## config.mk

```make
export PLATFORM = sky130hd
export DESIGN_NAME = mcfs_cfg_regs
export DESIGN_NICKNAME = d
export VERILOG_FILES = /design/src/hdl/mcfs_pkg.sv /design/src/hdl/mcfs_cfg_regs.sv
export SDC_FILE = /design/constraint.sdc
export NUM_CORES = 1
export LEC_CHECK = 0
export BUFFER_PORTS_ARGS = -buffer_cell sky130_fd_sc_hd__buf_2
export CORE_MARGIN = 5
export CORE_UTILIZATION = 45
export CTS_CLUSTER_SIZE = 14
export DETAILED_ROUTE_END_ITERATION = 16
export GPL_ROUTABILITY_DRIVEN = 0
export GPL_TIMING_DRIVEN = 1
export PLACE_DENSITY = 0.71
export SLEW_MARGIN = 40
export SYNTH_ARGS = -nofsm -noshare
export SYNTH_HDL_FRONTEND = slang
export SYNTH_SLANG_ARGS = --single-unit
```

## constraint.sdc

```tcl
create_clock -name clk -period 0.95 [get_ports clk]
set_input_delay 0.0475 -clock clk [delete_from_list [all_inputs] [get_ports clk]]
set_output_delay 0.0475 -clock clk [all_outputs]
set_load 0.1 [all_outputs]
```

## src/hdl/mcfs_pkg.sv

```systemverilog
// ----------------------------------------------------------------------------
// Multichannel FIR smoother package
// Item types, field widths and register codes shared by the smoother modules.
// ----------------------------------------------------------------------------
`default_nettype none

package mcfs_pkg;

	localparam int CHANNELS     = 3;
	localparam int SAMPLE_BITS  = 16;
	localparam int STAMP_BITS   = 32;
	localparam int COEF_BITS    = 16;
	localparam int TAPS_BITS    = 3;
	localparam int FRAC_BITS    = 15;
	localparam int MAX_TAPS_DEF = 7;

	localparam int REG_NUM_TAPS  = 0;
	localparam int REG_COEF_BASE = 1;

	typedef logic signed [SAMPLE_BITS-1:0] sample_t;
	typedef logic signed [COEF_BITS-1:0]   coef_t;
	typedef logic [STAMP_BITS-1:0]         stamp_t;

	localparam coef_t COEF_UNITY = {1'b0, {(COEF_BITS - 1){1'b1}}};

	typedef struct packed {
		logic    start_req;
		stamp_t  stamp;
		sample_t sample_0;
		sample_t sample_1;
		sample_t sample_2;
	} row_item_t;

	typedef struct packed {
		stamp_t  center_stamp;
		sample_t smoothed_0;
		sample_t smoothed_1;
		sample_t smoothed_2;
	} result_item_t;

endpackage

`default_nettype wire

```

## src/hdl/mcfs_cfg_regs.sv

```systemverilog
// ----------------------------------------------------------------------------
// Smoother configuration registers
// Tap count and Q1.15 tap weights, with the tap count clamped to 1..MAX_TAPS.
// ----------------------------------------------------------------------------
`default_nettype none

module mcfs_cfg_regs import mcfs_pkg::*; #(
	parameter int MAX_TAPS = MAX_TAPS_DEF,
	localparam int IDX_BITS = $clog2(MAX_TAPS + 1),
	localparam int CNT_BITS = $clog2(MAX_TAPS + 1)
) (
	input  wire logic                clk,
	input  wire logic                arst_n,
	input  wire logic                cfg_write,
	input  wire logic [IDX_BITS-1:0] cfg_index,
	input  wire logic [COEF_BITS-1:0] cfg_data,
	output logic      [CNT_BITS-1:0] taps,
	output coef_t                    coef [MAX_TAPS]
);

	logic [TAPS_BITS-1:0] num_taps_q;
	coef_t                coef_q [MAX_TAPS];

	always_ff @(posedge clk or negedge arst_n) begin
		if (!arst_n) begin
			num_taps_q <= TAPS_BITS'(1);
			for (int k = 0; k < MAX_TAPS; k++) begin
				coef_q[k] <= (k == 0) ? COEF_UNITY : '0;
			end
		end else if (cfg_write) begin
			if (cfg_index == IDX_BITS'(REG_NUM_TAPS)) begin
				num_taps_q <= cfg_data[TAPS_BITS-1:0];
			end
			for (int k = 0; k < MAX_TAPS; k++) begin
				if (cfg_index == IDX_BITS'(REG_COEF_BASE + k)) begin
					coef_q[k] <= cfg_data;
				end
			end
		end
	end

	always_comb begin
		int unsigned t;
		t = int'(num_taps_q);
		if (t == 0) t = 1;
		if (t > MAX_TAPS) t = MAX_TAPS;
		taps = CNT_BITS'(t);
	end

	assign coef = coef_q;

endmodule

`default_nettype wire

```

==> reports/metrics.cfg, run 1 <==
[floorplan]
io_pins = 137
rows = 36
die_y_um = 111
dieWidth_um = 111
initial_utilization_pct = 46.6

[synth]
synth_top_cell_area_share_pct = 53.9
synth_cells = 255
synth_top_area_cell = dfrtp_1
synthTopCellsByArea = dfrtp_1, mux2_2, mux2_4
yosys.cell_types.count = 14
syn_area_per_cell_um2 = 18.0
syn_area_um2 = 4600
yosysSeqAreaShare_pct = 63.1
ys_seq_elements = 115
syn-num-nets = 277
synth_warnings = 0

[timing]
worstEndpointType = primary output
worst_endpoint = taps[0]

[clock_network]
clockRootBuffer = clkbuf_8
cts_sinks = 115
ctsHtreeMaxLevel = 4
cts_max_path_buffers = 2
cts_buffers = 17

[placed_design]
place_area_um2 = 8040
dp.cells = 537
dp_hpwl_um = 9820
portBuffers = 136

[outcome]
haltStage = global routing
status = aborted with a tool error
error = [ERROR DPL-0033] detailed placement checks failed during check placement.

[global_route]
antenna_found_initial = 0
grt_max_degree = 38

synth_stat cells (all sizes together):
cell type / count
mux2: 115
dfrtp: 99
dfstp: 16
buf: 14
and4bb: 3
nand4b: 3
clkbuf: 2
nand4: 1
nor4b: 1
o21bai: 1
metrics by stage:
stage                     hold WS (ns)  util, %  setup slack, ns
after floorplan                 -0.248        -           -0.311
after global placement         -0.0453     81.5           -0.253
after detailed placement       -0.0365     81.5           -0.295
after CTS                      -0.0365     93.8           -0.479
cells by family after synthesis:
logic type / Yosys count / synth area share, %
buffers and inverters: 16 / 3.19
multiplexers: 115 / 30.6
AO/OA/AOI/OAI: 1 / 0.163
flip-flops: 115 / 63.1
AND/OR/NAND/NOR: 8 / 2.97
what timing repair did:
action | CTS
buffers inserted | 41
resized for setup | 29
hold endpoints to repair | 230
setup endpoints to repair | 115
hold buffers | 17
==> inputs of run 2 (changes only) <==
Settings changed: CORE_UTILIZATION 45 to 30, CTS_CLUSTER_SIZE 14 to unset, PLACE_DENSITY 0.71 to unset, PLACE_DENSITY_LB_ADDON set to 0.15.
==> reports/metrics.cfg, run 2 <==
[synth]
synth_top_family_by_area = multiplexers  ; unchanged
syn-num-nets = 277  ; unchanged
yosys.cell_count.top_type = dfrtp_1  ; unchanged
synthAdderAreaFrac_pct = 0  ; unchanged
synthTopCellsByArea = dfrtp_1, mux2_2, mux2_4  ; unchanged
synthMuxAreaShare_pct = 30.6  ; unchanged
synth_warnings = 0  ; unchanged
ys.flop_type = dfrtp_1  ; unchanged
synth_compound_area_share_pct = 0.163  ; unchanged
syn_area_per_cell_um2 = 18.0  ; unchanged
yosys.cell_types.count = 14  ; unchanged
synth_cells = 255  ; unchanged
synth_edf_count = 0  ; unchanged
synthXorXnorAreaFrac_pct = 0  ; unchanged
synthArstFlopShare_pct = 100  ; unchanged
synth_common_cells = dfrtp_1, mux2_2, mux2_4, dfstp_2, buf_6  ; unchanged
synthSimpleGateAreaFrac_pct = 2.97  ; unchanged
yosysSeqAreaShare_pct = 63.1  ; unchanged
ys_seq_elements = 115  ; unchanged
synth_top_area_cell = dfrtp_1  ; unchanged
synth_top_cell_area_share_pct = 53.9  ; unchanged
syn_area_um2 = 4600  ; unchanged

[min_path]
hold_start = cfg_data[15]
hold_class = input port to flop
hold_end = coef[47]$_DFFE_PN0P_
hold_depth = 2

[floorplan]
dieWidth_um = 134  ; was 111 um
initial_utilization_pct = 30.5  ; was 46.6%
io_pins = 137  ; unchanged
die_y_um = 134  ; was 111 um
core_region_area_um2 = 15100
die_area_um2 = 17900
rows = 45  ; was 36

[critical_path]
path_cells = o21bai_4 > buf_12
worst-path-buf-inv = 1
path_class = flop to output pin
max_stage_delay_ns = 0.54
reg2reg_setup_slack_ns = -0.04
critical_path_required_ns = 0.90
worstReg2RegStart = coef[26]$_DFFE_PN0P_
startpoint = num_taps_q[0]$_DFFE_PN1P_
cp.arrival_ns = 1.25
rr_worst_depth = 2
critPathMaxFanout = 2
cp-start-kind = flop
timing.rr.end = coef[26]$_DFFE_PN0P_
crit_slowest_cell = dfstp_2
endpoint_kind = output pin
critical-path-top-delay-family = flip-flops

[timing]
rsz0062_at_grt = true
fmax_ghz = 0.768
holdWs_ns = 0.0153
worstMarginPinSlew_ns = 0.299
finalMaxSlewViolations = 0
setup-tns-final_ns = -20.30
fin_ws_ns = -0.352
slew_headroom_pct = 80.0
finalCriticalPeriod_ns = 1.30
setup_viol = 132
clock_skew_ns = 0
period_share_pct = 137
final_hold_viol_count = 0

[run]
max_cap_viol_count = 0

[clock_network]
ctsHtreeMaxLevel = 4  ; unchanged
path_clk_slew_ns = 0.05
cts_tree = done
cts_max_path_buffers = 2  ; unchanged
insertion_delay_ns = 0.41
cts_sinks = 115  ; unchanged
clockRootBuffer = clkbuf_16  ; was clkbuf_8
cts_buffers = 17  ; unchanged

[cells_and_area]
final_cell_mix = buf_12, mux2_4, dfrtp_4
drive_above_1_share_pct = 95.5
largest_reg_flops = 112
seq_area_um2 = 3270
fin_nets = 479
fillers = 1136
layout_commonest_cell = buf_12
multi_input_area_um2 = 1830
area_growth_pct = 96.1
diodes = 0
fin_util_pct = 59.7

[global_route]
met1_usage_pct = 20.2
grt-busiest-layer = met2
grt_use_met3_pct = 5.29
antenna_found_initial = 0
grt_pass1_vias = 3422
grt_pass1_wl_um = 20900
grt_util_met2_pct = 23.9
grt-ovfl-total = 0
grtUsageTotal_pct = 15.4
grt_max_degree = 51

[outcome]
violations = setup timing
status = finished with violations  ; was aborted with a tool error

[detailed_routing]
dr.pass1.iters = 4
drc = 0
drt-initial-drc-count = 96
drt-total-wl_um = 13300
ant_nets = 0
routedWlPerCell_um = 20.3
via_per_inst = 4.48
via_count = 2946

[power]
power_density_nw_per_um2 = 3310
p_leak_nw = 4.02
peakVddDrop_uv = 1720

[placed_design]
place_ws_ns = -0.300  ; was -0.295 ns
portBuffers = 136  ; unchanged
dp_hpwl_um = 9040  ; was 9820 um

==> run 2: cell counts after synthesis <==
No cell type changed its count.
==> run 2: final cells by class <==
cell class	count	share of cell area, %
clock buffers	20	4.84
multi-input cells	124	20.3
clock inverters	12	1.54
repair buffers	199	34.4
well taps	188	2.61
flip-flops and latches	115	36.3
==> run 2: timing repair <==
action	CTS	global route
setup buffers	20	16
hold buffers	12	0
hold endpoints to repair	187	0
pin swaps	0	0
endpoints found under the setup margin	115	129
gates resized for setup	14	17
==> run 2: cells by family after synthesis <==
logic type / after synthesis
flip-flops: 115
multiplexers: 115
AO/OA/AOI/OAI: 1
buffers and inverters: 16
AND/OR/NAND/NOR: 8
==> run 2: per-stage QoR <==
stage                     total power (W)  instance area (um2)  instances
after floorplan                    0.0172                 5290        255
after global placement             0.0230                 8020        586
after detailed placement           0.0231                 8020        586
after CTS                          0.0299                 8920        650
after global routing               0.0307                 9010        658
final                              0.0298                 9010        658
==> run 2: power by group <==
group | switching, W | internal (W) | leakage, nW
clock | 0.00218 | 0.00407 | 0.272
combinational | 0.00942 | 0.00608 | 2.49
sequential | 0.00134 | 0.00672 | 1.26
total | 0.0129 | 0.0169 | 4.02
==> run 2: how the worst max path moves through the flow <==
stage | endpoint | slack [ns] | cells past startpoint
global route | taps[0] | -0.39 | 2
global placement | coef[96]$_DFFE_PN1P_ | -0.28 | 4
finish | taps[0] | -0.35 | 2
CTS | taps[0] | -0.37 | 2
detailed placement | coef[109]$_DFFE_PN1P_ | -0.30 | 4
floorplan | taps[0] | -0.31 | 1
==> run 2: layer usage <==
| metal | wire length (um) | part of all wire (%) |
|---|---|---|
| met2 | 6330 | 47 |
| met4 | 178 | 1.3 |
| met3 | 801 | 6.0 |
| met1 | 6040 | 45 |
| met5 | 0 | 0 |
Note: power is estimated with default switching activity, not from simulation.
==> inputs of run 3 (changes only) <==
Settings changed: BUFFER_PORTS_ARGS -buffer_cell sky130_fd_sc_hd__buf_2 to -buffer_cell sky130_fd_sc_hd__buf_4, GPL_TIMING_DRIVEN 1 to 0.
==> reports/metrics.cfg, run 3 (synthesis gave the netlist of run 2 again) <==
[global_route]
antenna_found_initial = 0  ; unchanged
grt_pass1_wl_um = 20400  ; was 20900 um
grt_max_degree = 76  ; was 51
grt-ovfl-total = 0  ; unchanged
grtUsageTotal_pct = 15.1  ; was 15.4%
grt_pass1_vias = 3269  ; was 3422

[cells_and_area]
seq_area_um2 = 3270  ; about the same
drive_above_1_share_pct = 94.6  ; was 95.5%
fin_util_pct = 60.3  ; was 59.7%
layout_commonest_cell = buf_12  ; unchanged
largest_reg_flops = 112  ; unchanged
fillers = 1064  ; was 1136
area_growth_pct = 98.0  ; was 96.1%
diodes = 0  ; unchanged
final_cell_mix = buf_12, mux2_4, dfrtp_4  ; unchanged
multi_input_area_um2 = 1830  ; unchanged
fin_nets = 476  ; was 479

[detailed_routing]
dr.pass1.iters = 4  ; unchanged
drc = 0  ; unchanged
via_count = 2951  ; was 2946
via_per_inst = 4.51  ; was 4.48
ant_nets = 0  ; unchanged
drt-initial-drc-count = 132  ; was 96
drt-total-wl_um = 13500  ; was 13300 um
routedWlPerCell_um = 20.6  ; was 20.3 um

[timing]
period_share_pct = 135  ; was 137%
fin_ws_ns = -0.334  ; was -0.352 ns
finalMaxSlewViolations = 0  ; unchanged
slew_headroom_pct = 76.1  ; was 80.0%
holdWs_ns = 0.0370  ; was 0.0153 ns
worstMarginPinSlew_ns = 0.359  ; was 0.299 ns
setup-tns-final_ns = -21.22  ; was -20.30 ns
clock_skew_ns = 0  ; unchanged
fmax_ghz = 0.779  ; was 0.768 GHz
rsz0062_at_grt = true  ; unchanged
setup_viol = 136  ; was 132
finalCriticalPeriod_ns = 1.28  ; was 1.30 ns
final_hold_viol_count = 0  ; unchanged

[critical_path]
max_stage_delay_ns = 0.52  ; was 0.54 ns
path_class = flop to output pin  ; unchanged
critPathMaxFanout = 2  ; unchanged
crit_slowest_cell = dfstp_2  ; unchanged
worst-path-buf-inv = 1  ; unchanged
critical_path_required_ns = 0.90  ; about the same
path_cells = o21bai_4 > buf_12  ; unchanged
critical-path-top-delay-family = flip-flops  ; unchanged
endpoint_kind = output pin  ; unchanged
cp-start-kind = flop  ; unchanged
cp.arrival_ns = 1.24  ; was 1.25 ns

[power]
p_sw_share_pct = 43.0  ; was 43.4%
p_sw_w = 0.0130  ; was 0.0129 W
peakVddDrop_uv = 1980  ; was 1720 uV
internal-power_w = 0.0172  ; was 0.0169 W
power_density_nw_per_um2 = 3310  ; about the same
p_leak_nw = 4.04  ; was 4.02 nW
p_total_w = 0.0301  ; was 0.0298 W
p_comb_share_pct = 51.7  ; was 52.0%
power_frac_seq_pct = 26.6  ; was 27.1%
clkPwrFrac_pct = 21.6  ; was 21.0%

[floorplan]
die_y_um = 134  ; unchanged
initial_utilization_pct = 30.5  ; unchanged
dieWidth_um = 134  ; unchanged
die_area_um2 = 17900  ; unchanged
rows = 45  ; unchanged
io_pins = 137  ; unchanged
core_region_area_um2 = 15100  ; unchanged

[clock_network]
cts_max_path_buffers = 2  ; unchanged
cts_sinks = 115  ; unchanged
cts_buffers = 17  ; unchanged
ctsHtreeMaxLevel = 4  ; unchanged
clockRootBuffer = clkbuf_16  ; unchanged
insertion_delay_ns = 0.40  ; was 0.41 ns
path_clk_slew_ns = 0.05  ; about the same
cts_tree = done  ; unchanged

[placed_design]
dp_hpwl_um = 8080  ; was 9040 um
place_ws_ns = -0.332  ; was -0.300 ns
portBuffers = 132  ; was 136

[run]
max_cap_viol_count = 0  ; unchanged

[min_path]
hold_class = input port to flop  ; unchanged

[outcome]
status = finished with violations  ; unchanged
violations = setup timing  ; unchanged

## run 3: tightest hold or removal path: cells and delay by family
kind,cells,cell delay [ns]
buffers and inverters,1,0.11
multiplexers,1,0.19
AND/OR/NAND/NOR,1,0.06
## run 3: path summary, 6_finish.rpt
kind                            cells after the start                         to                       from  slack, ns
worst min register to register                      1       coef[61]$_DFFE_PN0P_       coef[61]$_DFFE_PN0P_       0.56
worst max-delay path                                2                    taps[0]  num_taps_q[0]$_DFFE_PN1P_      -0.33
worst max register to register                      3       coef[92]$_DFFE_PN0P_       coef[92]$_DFFE_PN0P_      -0.08
min in group asynchronous                           2       coef[11]$_DFFE_PN0P_                     arst_n       0.13
worst min-delay path                                3  num_taps_q[2]$_DFFE_PN0P_               cfg_index[0]       0.04
max in group asynchronous                           3      coef[103]$_DFFE_PN1P_                     arst_n       0.20
## run 3: layout make-up
class,instances,area share (%)
Clock inverter,9,1.40
Sequential cell,115,35.9
Multi-Input combinational cell,124,20.1
Buffer,16,2.16
Timing Repair Buffer,180,32.5
Clock buffer,23,5.25
Tap cell,188,2.59
## run 3: what timing repair did
action	in CTS	in global routing
endpoints found under the setup margin	115	174
setup buffers	18	18
pin swaps	0	0
gates cloned	0	1
hold buffers	17	0
hold endpoints to repair	220	0
resized for setup	357	20
## run 3: power by group through the flow
stage / Sequential [W] / Clock [W] / Combinational [W]
5_1_grt: 0.00816 / 0.00697 / 0.0159
3_3_place_gp: 0.00744 / 0 / 0.0121
2_1_floorplan: 0.0153 / 0 / 0.00190
3_5_place_dp: 0.00746 / 0 / 0.0121
4_1_cts: 0.00801 / 0.00670 / 0.0153
6_report: 0.00803 / 0.00651 / 0.0156
## run 3: per-layer routing
metal	vias to the layer above	global-route usage (%)	share of wire, %
met5	-	0	0
met4	0	4.97	1.1
met3	12	5.51	5.5
met2	96	24.3	49
met1	1537	19.1	44
li1	1306	-	-
## run 3: through the flow
step,cell area (um2),cells
after CTS,8940,643
after global placement,6510,575
after detailed placement,6550,576
after global routing,9100,655
final,9100,655
after floorplan,5290,255
==> inputs of run 4 (changes only) <==
Settings changed: ABC_AREA set to 1, CTS_CLUSTER_SIZE set to 14.
Clock period 0.95 ns to 1.2 ns, I/O delays scaled along.
==> reports/metrics.cfg, run 4 <==
[cells_and_area]
fin_util_pct = 46.1  ; was 60.3%
largest_reg_flops = 112  ; unchanged
diodes = 0  ; unchanged
layout_commonest_cell = nand2_1  ; was buf_12
final_cell_mix = nand2_1, buf_4, dfrtp_1  ; was buf_12, mux2_4, dfrtp_4
area_growth_pct = 49.5  ; was 98.0%
drive_above_1_share_pct = 29.7  ; was 94.6%
fin_nets = 708  ; was 476

[run]
max_cap_viol_count = 0  ; unchanged

[synth]
syn-num-nets = 536  ; was 277
yosys.cell_types.count = 13  ; was 14
synthTopCellsByArea = dfrtp_1, nand2_1, dfstp_2  ; was dfrtp_1, mux2_2, mux2_4
synthArstFlopShare_pct = 100  ; unchanged
yosysSeqAreaShare_pct = 64.1  ; was 63.1%
synth_warnings = 0  ; unchanged
ys_seq_elements = 115  ; unchanged
syn_area_per_cell_um2 = 8.79  ; was 18.0 um2
synth_cells = 514  ; was 255
ys.flop_type = dfrtp_1  ; unchanged
synth_common_cells = nand2_1, dfrtp_1, nand3_1, dfstp_2, buf_2  ; was dfrtp_1, mux2_2, mux2_4, dfstp_2, buf_6
synth_edf_count = 0  ; unchanged
synth_top_area_cell = dfrtp_1  ; unchanged
syn_area_um2 = 4520  ; was 4600 um2
synth_top_cell_area_share_pct = 54.8  ; was 53.9%
yosys.cell_count.top_type = nand2_1  ; was dfrtp_1

[clock_network]
insertion_delay_ns = 0.41  ; was 0.40 ns
cts_max_path_buffers = 2  ; unchanged
cts_sinks = 115  ; unchanged
ctsHtreeMaxLevel = 4  ; unchanged
path_clk_slew_ns = 0.05  ; about the same
cts_buffers = 17  ; unchanged
cts_tree = done  ; unchanged
clockRootBuffer = clkbuf_16  ; unchanged

[global_route]
antenna_found_initial = 0  ; unchanged
grtUsageTotal_pct = 17.5  ; was 15.1%
grt_pass1_wl_um = 23700  ; was 20400 um
grt-ovfl-total = 0  ; unchanged
grt_max_degree = 72  ; was 76
grt_pass1_vias = 4199  ; was 3269

[power]
peakVddDrop_uv = 1150  ; was 1980 uV
p_total_w = 0.0181  ; was 0.0301 W
p_leak_nw = 3.65  ; was 4.04 nW
power_density_nw_per_um2 = 2680  ; was 3310 nW/um2

[timing]
fin_ws_ns = -0.118  ; was -0.334 ns
holdWs_ns = 0.0228  ; was 0.0370 ns
slew_headroom_pct = 55.4  ; was 76.1%
setup_viol = 17  ; was 136
finalMaxSlewViolations = 0  ; unchanged
fmax_ghz = 0.759
period_share_pct = 110
worstMarginPinSlew_ns = 0.666  ; was 0.359 ns
setup-tns-final_ns = -0.257  ; was -21.22 ns
final_hold_viol_count = 0  ; unchanged
rsz0062_at_grt = true  ; unchanged
clock_skew_ns = 0  ; unchanged
finalCriticalPeriod_ns = 1.32

[placed_design]
portBuffers = 133  ; was 132
place_ws_ns = -0.246  ; was -0.332 ns
dp_hpwl_um = 10100  ; was 8080 um

[min_path]
hold_class = input port to flop  ; unchanged
hold_depth = 3  ; unchanged
hold_end = coef[97]$_DFFE_PN1P_  ; was num_taps_q[2]$_DFFE_PN0P_
hold_start = cfg_data[1]  ; was cfg_index[0]

[detailed_routing]
dr.pass1.iters = 5  ; was 4
drc = 0  ; unchanged
ant_nets = 0  ; unchanged
via_count = 4000  ; was 2951
drt-initial-drc-count = 312  ; was 132
via_per_inst = 4.54  ; was 4.51
routedWlPerCell_um = 16.9  ; was 20.6 um
drt-total-wl_um = 14900  ; was 13500 um

[critical_path]
path_class = flop to output pin  ; unchanged
critPathMaxFanout = 2  ; unchanged
reg2reg_setup_slack_ns = 0.38  ; was -0.08 ns
cp-start-kind = flop  ; unchanged
timing.rr.end = coef[104]$_DFFE_PN1P_  ; was coef[92]$_DFFE_PN0P_
rr_worst_depth = 3  ; unchanged
endpoint_kind = output pin  ; unchanged
cp.arrival_ns = 1.26  ; was 1.24 ns
critical_path_required_ns = 1.14  ; was 0.90 ns
worstReg2RegStart = coef[104]$_DFFE_PN1P_  ; was coef[92]$_DFFE_PN0P_

[outcome]
status = finished with violations  ; unchanged
violations = setup timing  ; unchanged

[floorplan]
die_y_um = 133  ; was 134 um
io_pins = 137  ; unchanged
dieWidth_um = 133  ; was 134 um
initial_utilization_pct = 30.9  ; was 30.5%
die_area_um2 = 17600  ; was 17900 um2
rows = 44  ; was 45
core_region_area_um2 = 14600  ; was 15100 um2

run 4: layer usage:
metal	vias to the layer above	track usage, %	share of wire, %	wire [um]
met3	23	4.86	5.8	863
met2	127	28.4	49	7290
met1	1912	21.7	43	6390
met5	-	0	0	0
met4	0	8.26	2.2	333
li1	1938	-	-	-
run 4: metrics by stage:
stage,area [um2],std cells
detailed placement,5790,832
CTS,6740,881
finish,6760,882
global placement,5750,831
floorplan,4530,514
global route,6760,882
run 4: layout make-up:
type / instances / area, um2
plain buffers: 26 / 133
clock buffers: 26 / 499
clock inverters: 5 / 50.0
fillers: 1421 / 7890
inverters: 6 / 22.5
multi-input cells: 367 / 1480
flip-flops and latches: 115 / 2900
well taps: 184 / 230
repair buffers: 153 / 1440
run 4: power by group:
group | leakage (nW) | switching, W | internal (W)
Sequential | 1.41 | 0.000512 | 0.00469
Clock | 0.274 | 0.00165 | 0.00303
Combinational | 1.97 | 0.00654 | 0.00168
run 4: cell families after synthesis:
family	count (synthesis)	synth area share, %
AO/OA/AOI/OAI	1	0.166
buffers and inverters	32	3.38
flip-flops	115	64.1
AND/OR/NAND/NOR	366	32.4
run 4: worst max path at each step:
stage	start	cells after the start	to	slack [ns]
CTS	num_taps_q[0]$_DFFE_PN1P_	2	taps[0]	-0.14
global route	num_taps_q[0]$_DFFE_PN1P_	2	taps[0]	-0.15
finish	num_taps_q[0]$_DFFE_PN1P_	2	taps[0]	-0.12
global placement	arst_n	1	coef[94]$_DFFE_PN0P_	-0.20
floorplan	num_taps_q[1]$_DFFE_PN0P_	1	taps[0]	-0.08
detailed placement	cfg_index[0]	7	coef[25]$_DFFE_PN0P_	-0.25
run 4: repair_timing:
action                                 in CTS  in global routing
setup endpoints to repair                  18                 18
buffers inserted                            1                  1
resized for setup                          53                  4
endpoints found under the hold margin     198                  0
hold buffers                               17                  0
run 4: critical path: stages, from the launching register on:
cell,delay [ns]
dfstp_2,0.53
o21bai_4,0.12
buf_12,0.19
