File: src/hdl/mcfs_pkg.sv
// ----------------------------------------------------------------------------
// Multichannel FIR smoother package
// Item types, field widths and register codes shared by the smoother modules.
// ----------------------------------------------------------------------------
`default_nettype none

package mcfs_pkg;

	localparam int CHANNELS     = 3;
	localparam int SAMPLE_BITS  = 16;
	localparam int STAMP_BITS   = 32;
	localparam int COEF_BITS    = 16;
	localparam int TAPS_BITS    = 3;
	localparam int FRAC_BITS    = 15;
	localparam int MAX_TAPS_DEF = 7;

	localparam int REG_NUM_TAPS  = 0;
	localparam int REG_COEF_BASE = 1;

	typedef logic signed [SAMPLE_BITS-1:0] sample_t;
	typedef logic signed [COEF_BITS-1:0]   coef_t;
	typedef logic [STAMP_BITS-1:0]         stamp_t;

	localparam coef_t COEF_UNITY = {1'b0, {(COEF_BITS - 1){1'b1}}};

	typedef struct packed {
		logic    start_req;
		stamp_t  stamp;
		sample_t sample_0;
		sample_t sample_1;
		sample_t sample_2;
	} row_item_t;

	typedef struct packed {
		stamp_t  center_stamp;
		sample_t smoothed_0;
		sample_t smoothed_1;
		sample_t smoothed_2;
	} result_item_t;

endpackage

`default_nettype wire

File: src/hdl/mcfs_delay_line.sv
// ----------------------------------------------------------------------------
// Smoother delay line
// Shift register of the newest rows and the record fill count; flags rows
// that complete a full window.
// ----------------------------------------------------------------------------
`default_nettype none

module mcfs_delay_line import mcfs_pkg::*; #(
	parameter int MAX_TAPS = MAX_TAPS_DEF,
	localparam int CNT_BITS = $clog2(MAX_TAPS + 1)
) (
	input  wire logic                clk,
	input  wire logic                arst_n,
	input  wire logic                accept,
	input  wire row_item_t           row,
	input  wire logic [CNT_BITS-1:0] taps,
	input  wire logic                take_s1,
	output logic                     valid_s1,
	output sample_t                  win_s1 [MAX_TAPS][CHANNELS],
	output stamp_t                   stamp_s1 [MAX_TAPS]
);

	logic [CNT_BITS-1:0] fill_q;
	logic [CNT_BITS-1:0] fill_next;
	sample_t             row_samples [CHANNELS];

	assign row_samples[0] = row.sample_0;
	assign row_samples[1] = row.sample_1;
	assign row_samples[2] = row.sample_2;

	always_comb begin
		if (row.start_req) begin
			fill_next = CNT_BITS'(1);
		end else if (fill_q < CNT_BITS'(MAX_TAPS)) begin
			fill_next = fill_q + CNT_BITS'(1);
		end else begin
			fill_next = fill_q;
		end
	end

	always_ff @(posedge clk or negedge arst_n) begin
		if (!arst_n) begin
			fill_q   <= '0;
			valid_s1 <= 1'b0;
		end else if (accept) begin
			fill_q   <= fill_next;
			valid_s1 <= (fill_next >= taps);
		end else if (take_s1) begin
			valid_s1 <= 1'b0;
		end
	end

	// advance the window on every accepted row
	always_ff @(posedge clk or negedge arst_n) begin
		if (!arst_n) begin
			for (int p = 0; p < MAX_TAPS; p++) begin
				stamp_s1[p] <= '0;
				for (int c = 0; c < CHANNELS; c++) begin
					win_s1[p][c] <= '0;
				end
			end
		end else if (accept) begin
			for (int p = MAX_TAPS - 1; p > 0; p--) begin
				stamp_s1[p] <= stamp_s1[p-1];
				for (int c = 0; c < CHANNELS; c++) begin
					win_s1[p][c] <= win_s1[p-1][c];
				end
			end
			stamp_s1[0] <= row.stamp;
			for (int c = 0; c < CHANNELS; c++) begin
				win_s1[0][c] <= row_samples[c];
			end
		end
	end

	a_fill_bound: assert property (@(posedge clk) disable iff (!arst_n)
		fill_q <= CNT_BITS'(MAX_TAPS))
		else $error("fill count above window depth");

	a_fill_restart: assert property (@(posedge clk) disable iff (!arst_n)
		accept && row.start_req |=> fill_q == CNT_BITS'(1))
		else $error("start row did not restart fill count");

	a_fill_step: assert property (@(posedge clk) disable iff (!arst_n)
		accept && !row.start_req && fill_q < CNT_BITS'(MAX_TAPS)
		|=> fill_q == $past(fill_q) + CNT_BITS'(1))
		else $error("fill count did not advance");

	a_newest_row: assert property (@(posedge clk) disable iff (!arst_n)
		accept |=> win_s1[0][0] == $past(row.sample_0) && stamp_s1[0] == $past(row.stamp))
		else $error("newest window row does not hold the accepted item");

endmodule

`default_nettype wire

File: config.mk
export PLATFORM = sky130hd
export DESIGN_NAME = mcfs_delay_line
export DESIGN_NICKNAME = d
export VERILOG_FILES = /design/src/hdl/mcfs_pkg.sv /design/src/hdl/mcfs_delay_line.sv
export SDC_FILE = /design/constraint.sdc
export NUM_CORES = 1
export LEC_CHECK = 0
export BUFFER_PORTS_ARGS = -buffer_cell sky130_fd_sc_hd__buf_2
export CORE_AREA = 2 2 252 254
export CTS_CLUSTER_DIAMETER = 30
export CTS_CLUSTER_SIZE = 40
export DETAILED_ROUTE_END_ITERATION = 8
export DIE_AREA = 0 0 254 256
export GPL_ROUTABILITY_DRIVEN = 1
export SETUP_SLACK_MARGIN = 0.2
export SLEW_MARGIN = 30
export SYNTH_ARGS = -nofsm -noshare
export SYNTH_HDL_FRONTEND = slang
export SYNTH_SLANG_ARGS = --single-unit
File: constraint.sdc
create_clock -name clk -period 3.5 [get_ports clk]
set_input_delay 0.525 -clock clk [delete_from_list [all_inputs] [get_ports clk]]
set_output_delay 0.525 -clock clk [all_outputs]
set_load 0.02 [all_outputs]
After elaboration in Yosys (flattened, before gate mapping)
Cells that the tools add are included.

operators by class
  add/subtract/negate cells = 1
  order comparisons = 2
  mux-type cells = 4
  reductions and logical operators = 1

operator list
  kind                   count
  $mux W3                2
  $add A3 B1 Y3 const B  1
  $ge A3 B3 Y1           1
  $lt A3 B3 Y1 const B   1
  $mux W1                2
  $reduce_bool A2 Y1     1

storage, ports and cells
  bits in registers = 564
  input bits = 88
  output and inout bits = 561
  logic and storage cells = 38

Depth between registers and ports, before layout
Gate-level depths: netlist of run 1.

  depth after elaboration = 5
  gate-level depth with buffers = 8
  depth with buffers taken out = 8

Least setup slack after synthesis of run 1
Ideal clock, no wire load.

  path type = register -> register
  from = register fill_q[0]
  to = register valid_s1
  library setup time = 0.129 ns
  arrival time = 1.423 ns
  data required time = 3.371 ns
  path slack = 1.948 ns
  cell stages (with the launch flop) = 9
  buffers on the path = 0
  clock period less this slack = 1.552 ns
  path through = dfrtp_1 > ha_1 > nand2_1 > a21oi_1 > nor3_1 > ha_1 > o21ai_0 > o31a_1 > a31oi_1

on the way
  word-level cells in the longest chain between the ends = 5

ends and longest elaborated chain
  element                                        RTL line                                      text
  start, declared                                mcfs_delay_line.sv:23                         logic [CNT_BITS-1:0] fill_q;
  start signal, assigned                         mcfs_delay_line.sv:46                         fill_q <= fill_next;
  $add A3 B1 Y3 or $lt A3 B3 Y1 (tied branches)  mcfs_delay_line.sv:35, mcfs_delay_line.sv:34
  $mux W3 *                                      mcfs_delay_line.sv:34                         end else if (fill_q < CNT_BITS'(MAX_TAPS)) begin
  $mux W3 *                                      mcfs_delay_line.sv:32                         if (row.start_req) begin
  net fill_next[2]                               mcfs_delay_line.sv:24                         logic [CNT_BITS-1:0] fill_next;
  $ge A3 B3 Y1 *                                 mcfs_delay_line.sv:47                         valid_s1 <= (fill_next >= taps);
  $mux W1 *                                      mcfs_delay_line.sv:45                         end else if (accept) begin
  end signal, assigned                           mcfs_delay_line.sv:47
  end, declared                                  mcfs_delay_line.sv:18                         output logic valid_s1,

Mark *: on every way through the listed nets, which the timed path passes. The rest lies on a longest branch.
A chain may end at the register's enable or synchronous reset.

Worst setup path in the final report of run 1
  from = register win_s1[146] in the netlist's numbering
  to = output port win_s1[146] in the netlist's numbering

RTL lines
  element                          RTL line               text
  start, declared                  mcfs_delay_line.sv:19  output sample_t win_s1 [MAX_TAPS][CHANNELS],
  start signal, assigned by index  mcfs_delay_line.sv:66  win_s1[p][c] <= win_s1[p-1][c];
  start signal, assigned by index  mcfs_delay_line.sv:71  win_s1[0][c] <= row_samples[c];

No word-level cell between the ends.

==> summary.md, run 1 <==
| Metric | Value |
|---|---|
| Routed length per instance | `19.89 um` |
| P_sw | `0.008702 W` |
| Slew @ Worst Pin | `878.1 ps` |
| Final Wtd Congestion | `0.8320` |
| Ratio of cells with drive above 1 in the final layout | `0.6788` |
| Crit share post-route | `0.5592` |
| Int Power | `0.01854 W` |
| Post-Syn Nets | `1309` |
| Site Rows | `92` |
| Root Buffer | `clkbuf_16` |
| Maximum vdd drop | `0.4936 mV` |
| Crit path required time | `2970 ps` |
| Hold Buf Count CTS | `1` |
| Setup WS post-layout | `1543 ps` |
| Remaining DRCs | `0` |
| Crit-path max cell delay | `500 ps` |
| DIE AREA | `65020 um^2` |
| Total CTS buffers | `121` |
| Place WS | `1400 ps` |
| PortBufs | `648` |
| Post-DRT Antenna Nets | `0` |
| CP endpoint kind | `output port` |
| Avg Cell Area, Syn | `17.35 um^2` |
| Routed vias | `13340` |
| Fin cells | `2915` |
| Worst min-delay path category | `input port to flip-flop` |
| Clock slew at reported path FFs | `50 ps` |
| Post-Route Setup TNS | `0 ps` |
| Comb pwr share | `0.223` |
| Post-Syn Instances | `1217` |
| Final nets | `2050` |
| Max cap viols | `0` |
| Sequential area share after synthesis | `0.6682` |
| Setup Fix Bufs, Post-CTS | `0` |
| Final setup violation count | `0` |
| Synth cell types | `18` |
| Die X | `254 um` |
| Worst Path Arrival | `1430 ps` |
| Total Routed Length | `57.97 mm` |
| Top delay family on crit path | `flip-flops` |
| Max clock buf depth | `3` |
| Total power | `0.02724 W` |
| Min cycle time layout | `1957 ps` |
| PostCTS Resize Cnt | `0` |
| Area Overhead vs Synth | `40.70%` |
| Relative slew margins | `0.4146` |
| Worst Clk Skew | `46.41 ps` |
| Hold Vio Cnt, Final | `0` |
| Detailed placer's ending HPWL | `41.87 mm` |
| CP max FO | `3` |
| # IOs | `649` |
| Sw Share | `0.3195` |
| Yosys reg bits | `564` |
| Router iterations before antenna repair | `4` |
| Htree depth | `3` |
| Dpl cells | `2680` |
| Critical path class | `flip-flop to output port` |
| Startpoint types | `flip-flop` |
| Fmax | `0.5110 GHz` |
| Clk network pwr share | `0.432` |
| Fill cells | `5521` |
| Slew Limit Fails | `0` |
| First-pass GRT wire length | `87.60 mm` |
| Synthesis Warnings | `0` |
| Clk_lat worst skew | `670 ps` |
| Pwr/cell area | `916.7 nW/um^2` |
| Critical path's slowest cell | `dfrtp_1` |
| Core outline area | `62390 um^2` |
| Seq pwr share | `0.345` |
| WP buf/inv | `1` |
| RSZ-0062 raised after global routing | `false` |
| Detailed Route Iter0 Violations | `600` |
| Largest net degree at the start of global routing | `105` |
| Remaining global-route overflow | `0` |
| Clk sinks | `564` |
| Starting Density | `0.3385` |
| CTS tree | `done` |
| Vias per cell | `4.576` |
| Vias in the first global route | `14280` |
| Tot GR Track Use | `0.1752` |
| Layout Utilization | `0.4763` |
| Static leakage | `13.95 nW` |
| Post-synthesis cell area | `21120 um^2` |
| CP Cell Sequence | `buf_2` |
| Chip height | `256 um` |
| Initial antenna violation count | `9` |
| Outcome | `complete, no violations` |
## cell type report
class                   instances  area [um^2]  area share
flip-flops and latches        564        14110      0.4749
multi-input cells             585         6467      0.2176
repair buffers                681         3676      0.1237
clock buffers                 166         3457      0.1163
well taps                     846         1059     0.03562
clock inverters                66        919.6     0.03095
inverters                       5        18.77   0.0006316
diodes                          2        5.005   0.0001684
## cell usage after synthesis, drive strengths merged
cell type,n,share of area
dfrtp,564,0.67
mux2,560,0.30
buf,63,0.025
inv,5,0.00089
a21oi,4,0.00095
ha,4,0.0024
nor2,4,0.00071
nand2,3,0.00053
o21ai,3,0.00071
a31oi,2,0.00059
a211oi,1,0.00036
a21o,1,0.00036
nor3,1,0.00024
o2bb2ai,1,0.00041
o31a,1,0.00041
## metrics by stage
| step | hold WS (ps) | instance area (um^2) |
|---|---|---|
| after detailed placement | 489.7 | 25320 |
| after global routing | 46.46 | 29710 |
| after CTS | 22.54 | 29710 |
| final | 76.62 | 29720 |
| after global placement | 475.0 | 25320 |
| after floorplan | 229.4 | 21120 |
## layer usage
metal  global-route usage  wire length, um  up-vias
met5                    0               95        -
met4              0.06699             1599       14
met3              0.07221             5939      119
met2               0.2930            28220      577
met1               0.1988            22110     6762
li1                     -                -     5867
## final timing paths
check	from	end	slack, ps	depth (start not counted)
setup / recovery	win_s1[146]$_DFFE_PN0P_	win_s1[146]	1540	1
hold / removal	row[30]	win_s1[318]$_DFFE_PN0P_	80	2
setup reg to reg	fill_q[0]$_DFFE_PN0P_	valid_s1$_DFFE_PN0P_	1740	8
hold reg to reg	win_s1[312]$_DFFE_PN0P_	win_s1[264]$_DFFE_PN0P_	480	1
max in group asynchronous	arst_n	stamp_s1[85]$_DFFE_PN0P_	1990	3
min in group asynchronous	arst_n	stamp_s1[9]$_DFFE_PN0P_	450	2
## cells by family (layout without fill, tap and decap cells)
family                     Yosys count  after routing  share of synthesized area
buffers and inverters               68            918                    0.02553
other                                0              2                          0
AOI/OAI and AO/OA                   13             13                   0.003792
muxes                              560            560                     0.2986
adders and majority gates            4              4                   0.002370
and+or+nand+nor                      8              8                   0.001481
DFF                                564            564                     0.6682
## power by group through the flow
stage	logic [W]	registers, W	clock network, W
5_1_grt	0.00644	0.00963	0.0124
4_1_cts	0.00618	0.00941	0.0120
3_5_place_dp	0.00615	0.00948	0
6_report	0.00609	0.00939	0.0118
2_1_floorplan	0.00162	0.0111	0
3_3_place_gp	0.00609	0.00940	0
## sequential cells by signal (all words and copies together), names as in the netlist
register and count:
fill_q 3, win_s1 336, valid_s1 1, stamp_s1 224
## cell usage in the layout, fill, tap and decap left out, drive strengths merged
master | synthesis | routed
a211oi | 1 | 1
a21o | 1 | 1
a21oi | 4 | 4
a31oi | 2 | 2
buf | 63 | 680
bufinv | 0 | 15
clkbuf | 0 | 166
clkinv | 0 | 35
clkinvlp | 0 | 10
dfrtp | 564 | 564
diode | 0 | 2
dlygate4sd3 | 0 | 1
ha | 4 | 4
inv | 5 | 11
mux2 | 560 | 560
nand2 | 3 | 3
nor2 | 4 | 4
nor3 | 1 | 1
o21ai | 3 | 3
o2bb2ai | 1 | 1
o31a | 1 | 1
Note: power is estimated with default switching activity, not from simulation.
==> inputs of run 2 (changes only) <==
clock period = 1.8 ns   (was 3.5 ns; I/O delays follow)
==> summary.md, run 2 (same netlist as run 1, synthesis figures left out) <==
| Metric | Value |
|---|---|
| Final setup violation count | `0 (unchanged)` |
| Min cycle time layout | `1555 ps` |
| Total CTS buffers | `112 (-7.4%)` |
| Die X | `254 um (unchanged)` |
| Routed length per instance | `19.66 um (-1.1%)` |
| Layout Utilization | `0.4923 (+0.01602)` |
| WP buf/inv | `1 (unchanged)` |
| Leading cell type in the layout, fill and taps excluded | `buf_2` |
| Root Buffer | `clkbuf_16` |
| Fin cells | `3009 (+3.2%)` |
| Detailed Route Iter0 Violations | `541 (-9.8%)` |
| Slew @ Worst Pin | `511.6 ps (-366.5 ps)` |
| Chip height | `256 um (unchanged)` |
| Met3 Use GR | `0.07027 (-0.001932)` |
| Static leakage | `14.34 nW (+2.8%)` |
| Met1 GRT Util | `0.2072 (+0.008441)` |
| Site Rows | `92 (unchanged)` |
| Clock slew at reported path FFs | `50 ps (about the same)` |
| Remaining DRCs | `0 (unchanged)` |
| FF-to-FF setup slack | `240 ps (-1500 ps)` |
| Remaining global-route overflow | `0 (unchanged)` |
| CP endpoint kind | `output port` |
| Reg2Reg Depth | `8 (unchanged)` |
| Top delay family on crit path | `flip-flops` |
| Routed vias | `13630 (+2.1%)` |
| Critical path class | `flip-flop to output port` |
| Largest net degree at the start of global routing | `92 (-12%)` |
| Tot GR Track Use | `0.1801 (+0.004911)` |
| Most flop-heavy register | `win_s1` |
| Core outline area | `62390 um^2 (unchanged)` |
| Startpoint types | `flip-flop` |
| First-pass GRT wire length | `90.00 mm (+2.7%)` |
| WHS Endpoint | `valid_s1$_DFFE_PN0P_` |
| Total Routed Length | `59.15 mm (+2.0%)` |
| Htree depth | `3 (unchanged)` |
| Clk_lat worst skew | `650 ps (-20 ps)` |
| Ratio of cells with drive above 1 in the final layout | `0.6644 (-0.01441)` |
| CP max FO | `2 (-1)` |
| Min-delay src | `taps[0]` |
| CTS tree | `done` |
| Final nets | `2159 (+5.3%)` |
| Critical R2R Launch | `fill_q[0]$_DFFE_PN0P_` |
| DIE AREA | `65020 um^2 (unchanged)` |
| PortBufs | `648 (unchanged)` |
| Commonest cells after routing, fill and taps aside | `buf_2, dfrtp_1, mux2_2` |
| # IOs | `649 (unchanged)` |
| Relative slew margins | `0.6589 (+0.2443)` |
| Gr busiest metal | `met2` |
| Crit share post-route | `0.8639` |
| Maximum vdd drop | `1.030 mV (+110%)` |
| Starting Density | `0.3385 (unchanged)` |
| Crit-path max cell delay | `480 ps (-20 ps)` |
| Largest regs | `win_s1 (336), stamp_s1 (224), fill_q (3)` |
| Dpl cells | `2698 (+0.67%)` |
| Worst Clk Skew | `42.47 ps (-3.931 ps)` |
| Final Wtd Congestion | `0.8204 (-1.4%)` |
| Initial antenna violation count | `2 (-7)` |
| Max cap viols | `0 (unchanged)` |
| Reg2reg end | `valid_s1$_DFFE_PN0P_` |
| Router iterations before antenna repair | `4 (unchanged)` |
| Crit path required time | `1530 ps (-1440 ps)` |
| Worst min-delay path category | `input port to flip-flop` |
| Post-Route Setup TNS | `0 ps (unchanged)` |
| Critical path's slowest cell | `dfrtp_2` |
| Max FFs per register | `336 (unchanged)` |
| Post-DRT Antenna Nets | `0 (unchanged)` |
| Detailed placer's ending HPWL | `42.97 mm (+2.6%)` |
| Slew Limit Fails | `0 (unchanged)` |
| Fmax | `0.6431 GHz` |
| Hold Worst Slack | `114.1 ps (+37.51 ps)` |
| Hold Vio Cnt, Final | `0 (unchanged)` |
| Pwr/cell area | `1691 nW/um^2 (+84%)` |
| RSZ-0062 raised after global routing | `true` |
| Cell depth of the worst hold path | `4 (+2)` |
| Worst Path Arrival | `1290 ps (-140 ps)` |
| CP Cell Sequence | `buf_6` |
| Vias per cell | `4.528 (-1.0%)` |
| Clk sinks | `564 (unchanged)` |
| Total power | `0.05194 W (+91%)` |
| N_diodes | `0 (-2)` |
| Area Overhead vs Synth | `45.43%` |
| Outcome | `complete, no violations` |
| Max clock buf depth | `3 (unchanged)` |
| GR met2 Demand/Resource | `0.2951 (+0.002049)` |
| Vias in the first global route | `14730 (+3.2%)` |
[run 2: layout make-up]
class | count | area, um^2
inverters | 5 | 18.77
flip-flops and latches | 564 | 14120
clock buffers | 145 | 3117
fillers | 5413 | 31670
repair buffers | 799 | 4977
clock inverters | 65 | 917.1
well taps | 846 | 1059
multi-input cells | 585 | 6502
[run 2: power breakdown]
| part | switching (W) | internal [W] |
|---|---|---|
| Combinational | 0.00739 | 0.00497 |
| Sequential | 0.00233 | 0.0158 |
| Clock | 0.00700 | 0.0144 |
[run 2: metal layers]
| layer | up-vias | share of wire | wire [um] |
|---|---|---|---|
| met5 | - | 0.00051 | 30 |
| met4 | 4 | 0.035 | 2071 |
| met3 | 117 | 0.096 | 5665 |
| met2 | 563 | 0.48 | 28360 |
| met1 | 6829 | 0.39 | 23020 |
| li1 | 6112 | - | - |
[run 2: repair_timing]
item                                    CTS  global route
gates resized for setup                  26            11
buffers inserted                         15             2
endpoints found under the setup margin   24             6
endpoints found under the hold margin   489             0
pin swaps                                 4             5
hold buffers                             84             0
[run 2: worst max path at each step]
stage / start / to / slack (ps) / cells after the start
floorplan: fill_q[0]$_DFFE_PN0P_ / valid_s1$_DFFE_PN0P_ / 250 / 8
global placement: fill_q[0]$_DFFE_PN0P_ / valid_s1$_DFFE_PN0P_ / 200 / 8
detailed placement: fill_q[0]$_DFFE_PN0P_ / valid_s1$_DFFE_PN0P_ / 140 / 8
CTS: win_s1[240]$_DFFE_PN0P_ / win_s1[240] / 180 / 1
global route: fill_q[0]$_DFFE_PN0P_ / valid_s1$_DFFE_PN0P_ / 150 / 8
finish: win_s1[240]$_DFFE_PN0P_ / win_s1[240] / 240 / 1
[run 2: per-stage QoR]
| step | area (um^2) | worst slack, ps |
|---|---|---|
| 2_1_floorplan | 21120 | 248.1 |
| 3_3_place_gp | 25620 | 198.1 |
| 3_5_place_dp | 25620 | 144.8 |
| 4_1_cts | 30660 | 182.0 |
| 5_1_grt | 30720 | 150.0 |
| 6_report | 30720 | 244.9 |
[run 2: worst min-delay path: stages]
cell and delay, ps:
buf_2 100, ha_1 130, o21ai_0 80, a31oi_1 130
==> inputs of run 3 (changes only) <==
clock period = 1.95 ns   (was 1.8 ns; I/O delays follow)
==> summary.md, run 3 (same netlist as run 1, synthesis figures left out) <==
| Metric | Value |
|---|---|
| Min-delay src | `accept` |
| Clk sinks | `564 (unchanged)` |
| Fill cells | `5400 (-0.24%)` |
| Reg2reg end | `valid_s1$_DFFE_PN0P_` |
| Root Buffer | `clkbuf_16` |
| # IOs | `649 (unchanged)` |
| Post-DRT Antenna Nets | `0 (unchanged)` |
| Detailed placer's ending HPWL | `42.57 mm (-0.95%)` |
| CTS tree | `done` |
| Total Routed Length | `59.08 mm (-0.13%)` |
| Top layer in use | `met5` |
| Detailed Route Iter0 Violations | `550 (+1.7%)` |
| Seq pwr share | `0.349 (about the same)` |
| Remaining DRCs | `0 (unchanged)` |
| RSZ-0062 raised after global routing | `false` |
| FF-to-FF setup slack | `320 ps (+80 ps)` |
| Slew @ Worst Pin | `467.3 ps (-44.25 ps)` |
| Htree depth | `3 (unchanged)` |
| Worst Clk Skew | `59.50 ps (+17.02 ps)` |
| Clk_lat worst skew | `680 ps (+30 ps)` |
| M1 WL | `23.08 mm (+0.25%)` |
| Final setup violation count | `0 (unchanged)` |
| WP buf/inv | `1 (unchanged)` |
| Die X | `254 um (unchanged)` |
| CP endpoint kind | `output port` |
| Worst min-delay path category | `input port to flip-flop` |
| Leading cell type in the layout, fill and taps excluded | `buf_2` |
| Pwr/cell area | `1586 nW/um^2 (-6.2%)` |
| Cell depth of the worst hold path | `2 (-2)` |
| Remaining global-route overflow | `0 (unchanged)` |
| Static leakage | `14.25 nW (-0.62%)` |
| Core outline area | `62390 um^2 (unchanged)` |
| Most flop-heavy register | `win_s1` |
| Post-Route Setup TNS | `0 ps (unchanged)` |
| WHS Endpoint | `win_s1[292]$_DFFE_PN0P_` |
| Startpoint types | `flip-flop` |
| Fmax | `0.5990 GHz` |
| Critical path's slowest cell | `dfrtp_2` |
| Vias per cell | `4.597 (+1.5%)` |
| Comb pwr share | `0.231 (-0.007)` |
| Largest regs | `win_s1 (336), stamp_s1 (224), fill_q (3)` |
| Ratio of cells with drive above 1 in the final layout | `0.6544 (-0.009988)` |
| Tot GR Track Use | `0.1783 (-0.001722)` |
| Relative slew margins | `0.6884 (+0.02950)` |
| DIE AREA | `65020 um^2 (unchanged)` |
| Sw Share | `0.3185 (-0.003600)` |
| Site Rows | `92 (unchanged)` |
| Chip height | `256 um (unchanged)` |
| Hold Vio Cnt, Final | `0 (unchanged)` |
| Critical path class | `flip-flop to output port` |
| Crit share post-route | `0.8562` |
| Clock slew at reported path FFs | `50 ps (about the same)` |
| Crit path required time | `1660 ps (+130 ps)` |
| Router iterations before antenna repair | `4 (unchanged)` |
| Clk network pwr share | `0.421 (+0.009)` |
| CP Cell Sequence | `clkbuf_4` |
| Maximum vdd drop | `0.9807 mV (-4.8%)` |
| Min cycle time layout | `1670 ps` |
| Starting Density | `0.3385 (unchanged)` |
| Max clock buf depth | `3 (unchanged)` |
| Commonest cells after routing, fill and taps aside | `buf_2, dfrtp_1, mux2_2` |
| P_sw | `0.01539 W (-8.0%)` |
| Routed vias | `13740 (+0.84%)` |
| Final nets | `2137 (-1.0%)` |
| Met3 Routed Length | `5.353 mm (-5.5%)` |
| Int Power | `0.03293 W (-6.5%)` |
| Max cap viols | `0 (unchanged)` |
| Critical R2R Launch | `fill_q[0]$_DFFE_PN0P_` |
| Crit-path max cell delay | `460 ps (-20 ps)` |
| Routed length per instance | `19.76 um (+0.54%)` |
| Total power | `0.04832 W (-7.0%)` |
| Final Wtd Congestion | `0.8301 (+1.2%)` |
| Largest net degree at the start of global routing | `74 (-20%)` |
| First-pass GRT wire length | `89.70 mm (-0.34%)` |
| Area Overhead vs Synth | `44.24%` |
| PortBufs | `648 (unchanged)` |
| Initial antenna violation count | `4 (+2)` |
| Slew Limit Fails | `0 (unchanged)` |
| Metal2 WL | `28.89 mm (+1.8%)` |
| Top delay family on crit path | `flip-flops` |
| Crit. path cell count | `1 (unchanged)` |
| Reg2Reg Depth | `8 (unchanged)` |
| Max FFs per register | `336 (unchanged)` |
| Worst Path Arrival | `1380 ps (+90 ps)` |
| Vias in the first global route | `14580 (-0.96%)` |
| Total CTS buffers | `116 (+3.6%)` |
| Outcome | `complete, no violations` |
| CP max FO | `4 (+2)` |
## run 3: cell types whose count changed in the layout (fill, tap and decap cells not counted), sizes merged, moves of 2 or more
cell      previous run  this run
bufinv              15        19
buf                715       689
clkbuf             145       150
clkinv              31        33
diode                0         2
inv                  7        10
clkinvlp            17         8
## run 3: routing by layer
| metal | up-vias | global-route usage |
|---|---|---|
| met4 | 4 | 0.06634 |
| met1 | 6999 | 0.2047 |
| met5 | - | 0 |
| met3 | 115 | 0.07221 |
| li1 | 6073 | - |
| met2 | 549 | 0.2977 |
## run 3: stage by stage
| stage | utilization | area, um^2 | worst slack [ps] | hold WS [ps] | std cells |
|---|---|---|---|---|---|
| after floorplan | - | 21120 | 398.1 | -3.091 | 1217 |
| after global placement | 0.4080 | 25450 | 189.3 | 255.7 | 2687 |
| after detailed placement | 0.4080 | 25450 | 259.2 | 255.4 | 2687 |
| after CTS | 0.4876 | 30420 | 206.0 | 63.05 | 2984 |
| after global routing | 0.4882 | 30460 | 189.7 | 81.30 | 2987 |
| final | 0.4883 | 30460 | 280.5 | 110.1 | 2989 |
## run 3: final cells by class
cell class,instances,area (um^2),area share
clock inverter,65,988.4,0.03245
multi-input combinational,585,6476,0.2126
tap,846,1059,0.03475
timing repair buffer,773,4649,0.1526
sequential,564,14120,0.4635
clock buffer,149,3147,0.1033
inverter,5,18.77,0.0006161
antenna,2,5.005,0.0001643
## run 3: worst max-delay path by stage
stage,from,endpoint,slack [ps]
floorplan,fill_q[0]$_DFFE_PN0P_,valid_s1$_DFFE_PN0P_,400
global placement,fill_q[0]$_DFFE_PN0P_,valid_s1$_DFFE_PN0P_,190
detailed placement,fill_q[0]$_DFFE_PN0P_,valid_s1$_DFFE_PN0P_,260
CTS,win_s1[146]$_DFFE_PN0P_,win_s1[146],210
global route,fill_q[1]$_DFFE_PN0P_,valid_s1$_DFFE_PN0P_,190
finish,win_s1[146]$_DFFE_PN0P_,win_s1[146],280
## run 3: worst register-to-register path, cell delays in order (launching register included)
cell and delay (ps):
dfrtp_2 430, ha_1 230, nand2_1 80, a21oi_2 50, nor3_2 140, ha_1 260
o21ai_1 130, o31a_1 140, a31oi_1 40
## run 3: power by group through the flow
stage	logic (W)	clock network (W)	registers (W)
after global placement	0.0110	0	0.0169
final	0.0111	0.0203	0.0168
after global routing	0.0118	0.0214	0.0173
after floorplan	0.00291	0	0.0200
after detailed placement	0.0111	0	0.0170
after CTS	0.0113	0.0207	0.0169
## run 3: what timing repair did
item | 4_1_cts | 5_1_grt
endpoints found under the setup margin | 4 | 2
gates resized for setup | 4 | 6
hold buffers | 83 | 0
hold endpoints to repair | 470 | 0
buffers inserted | 0 | 3
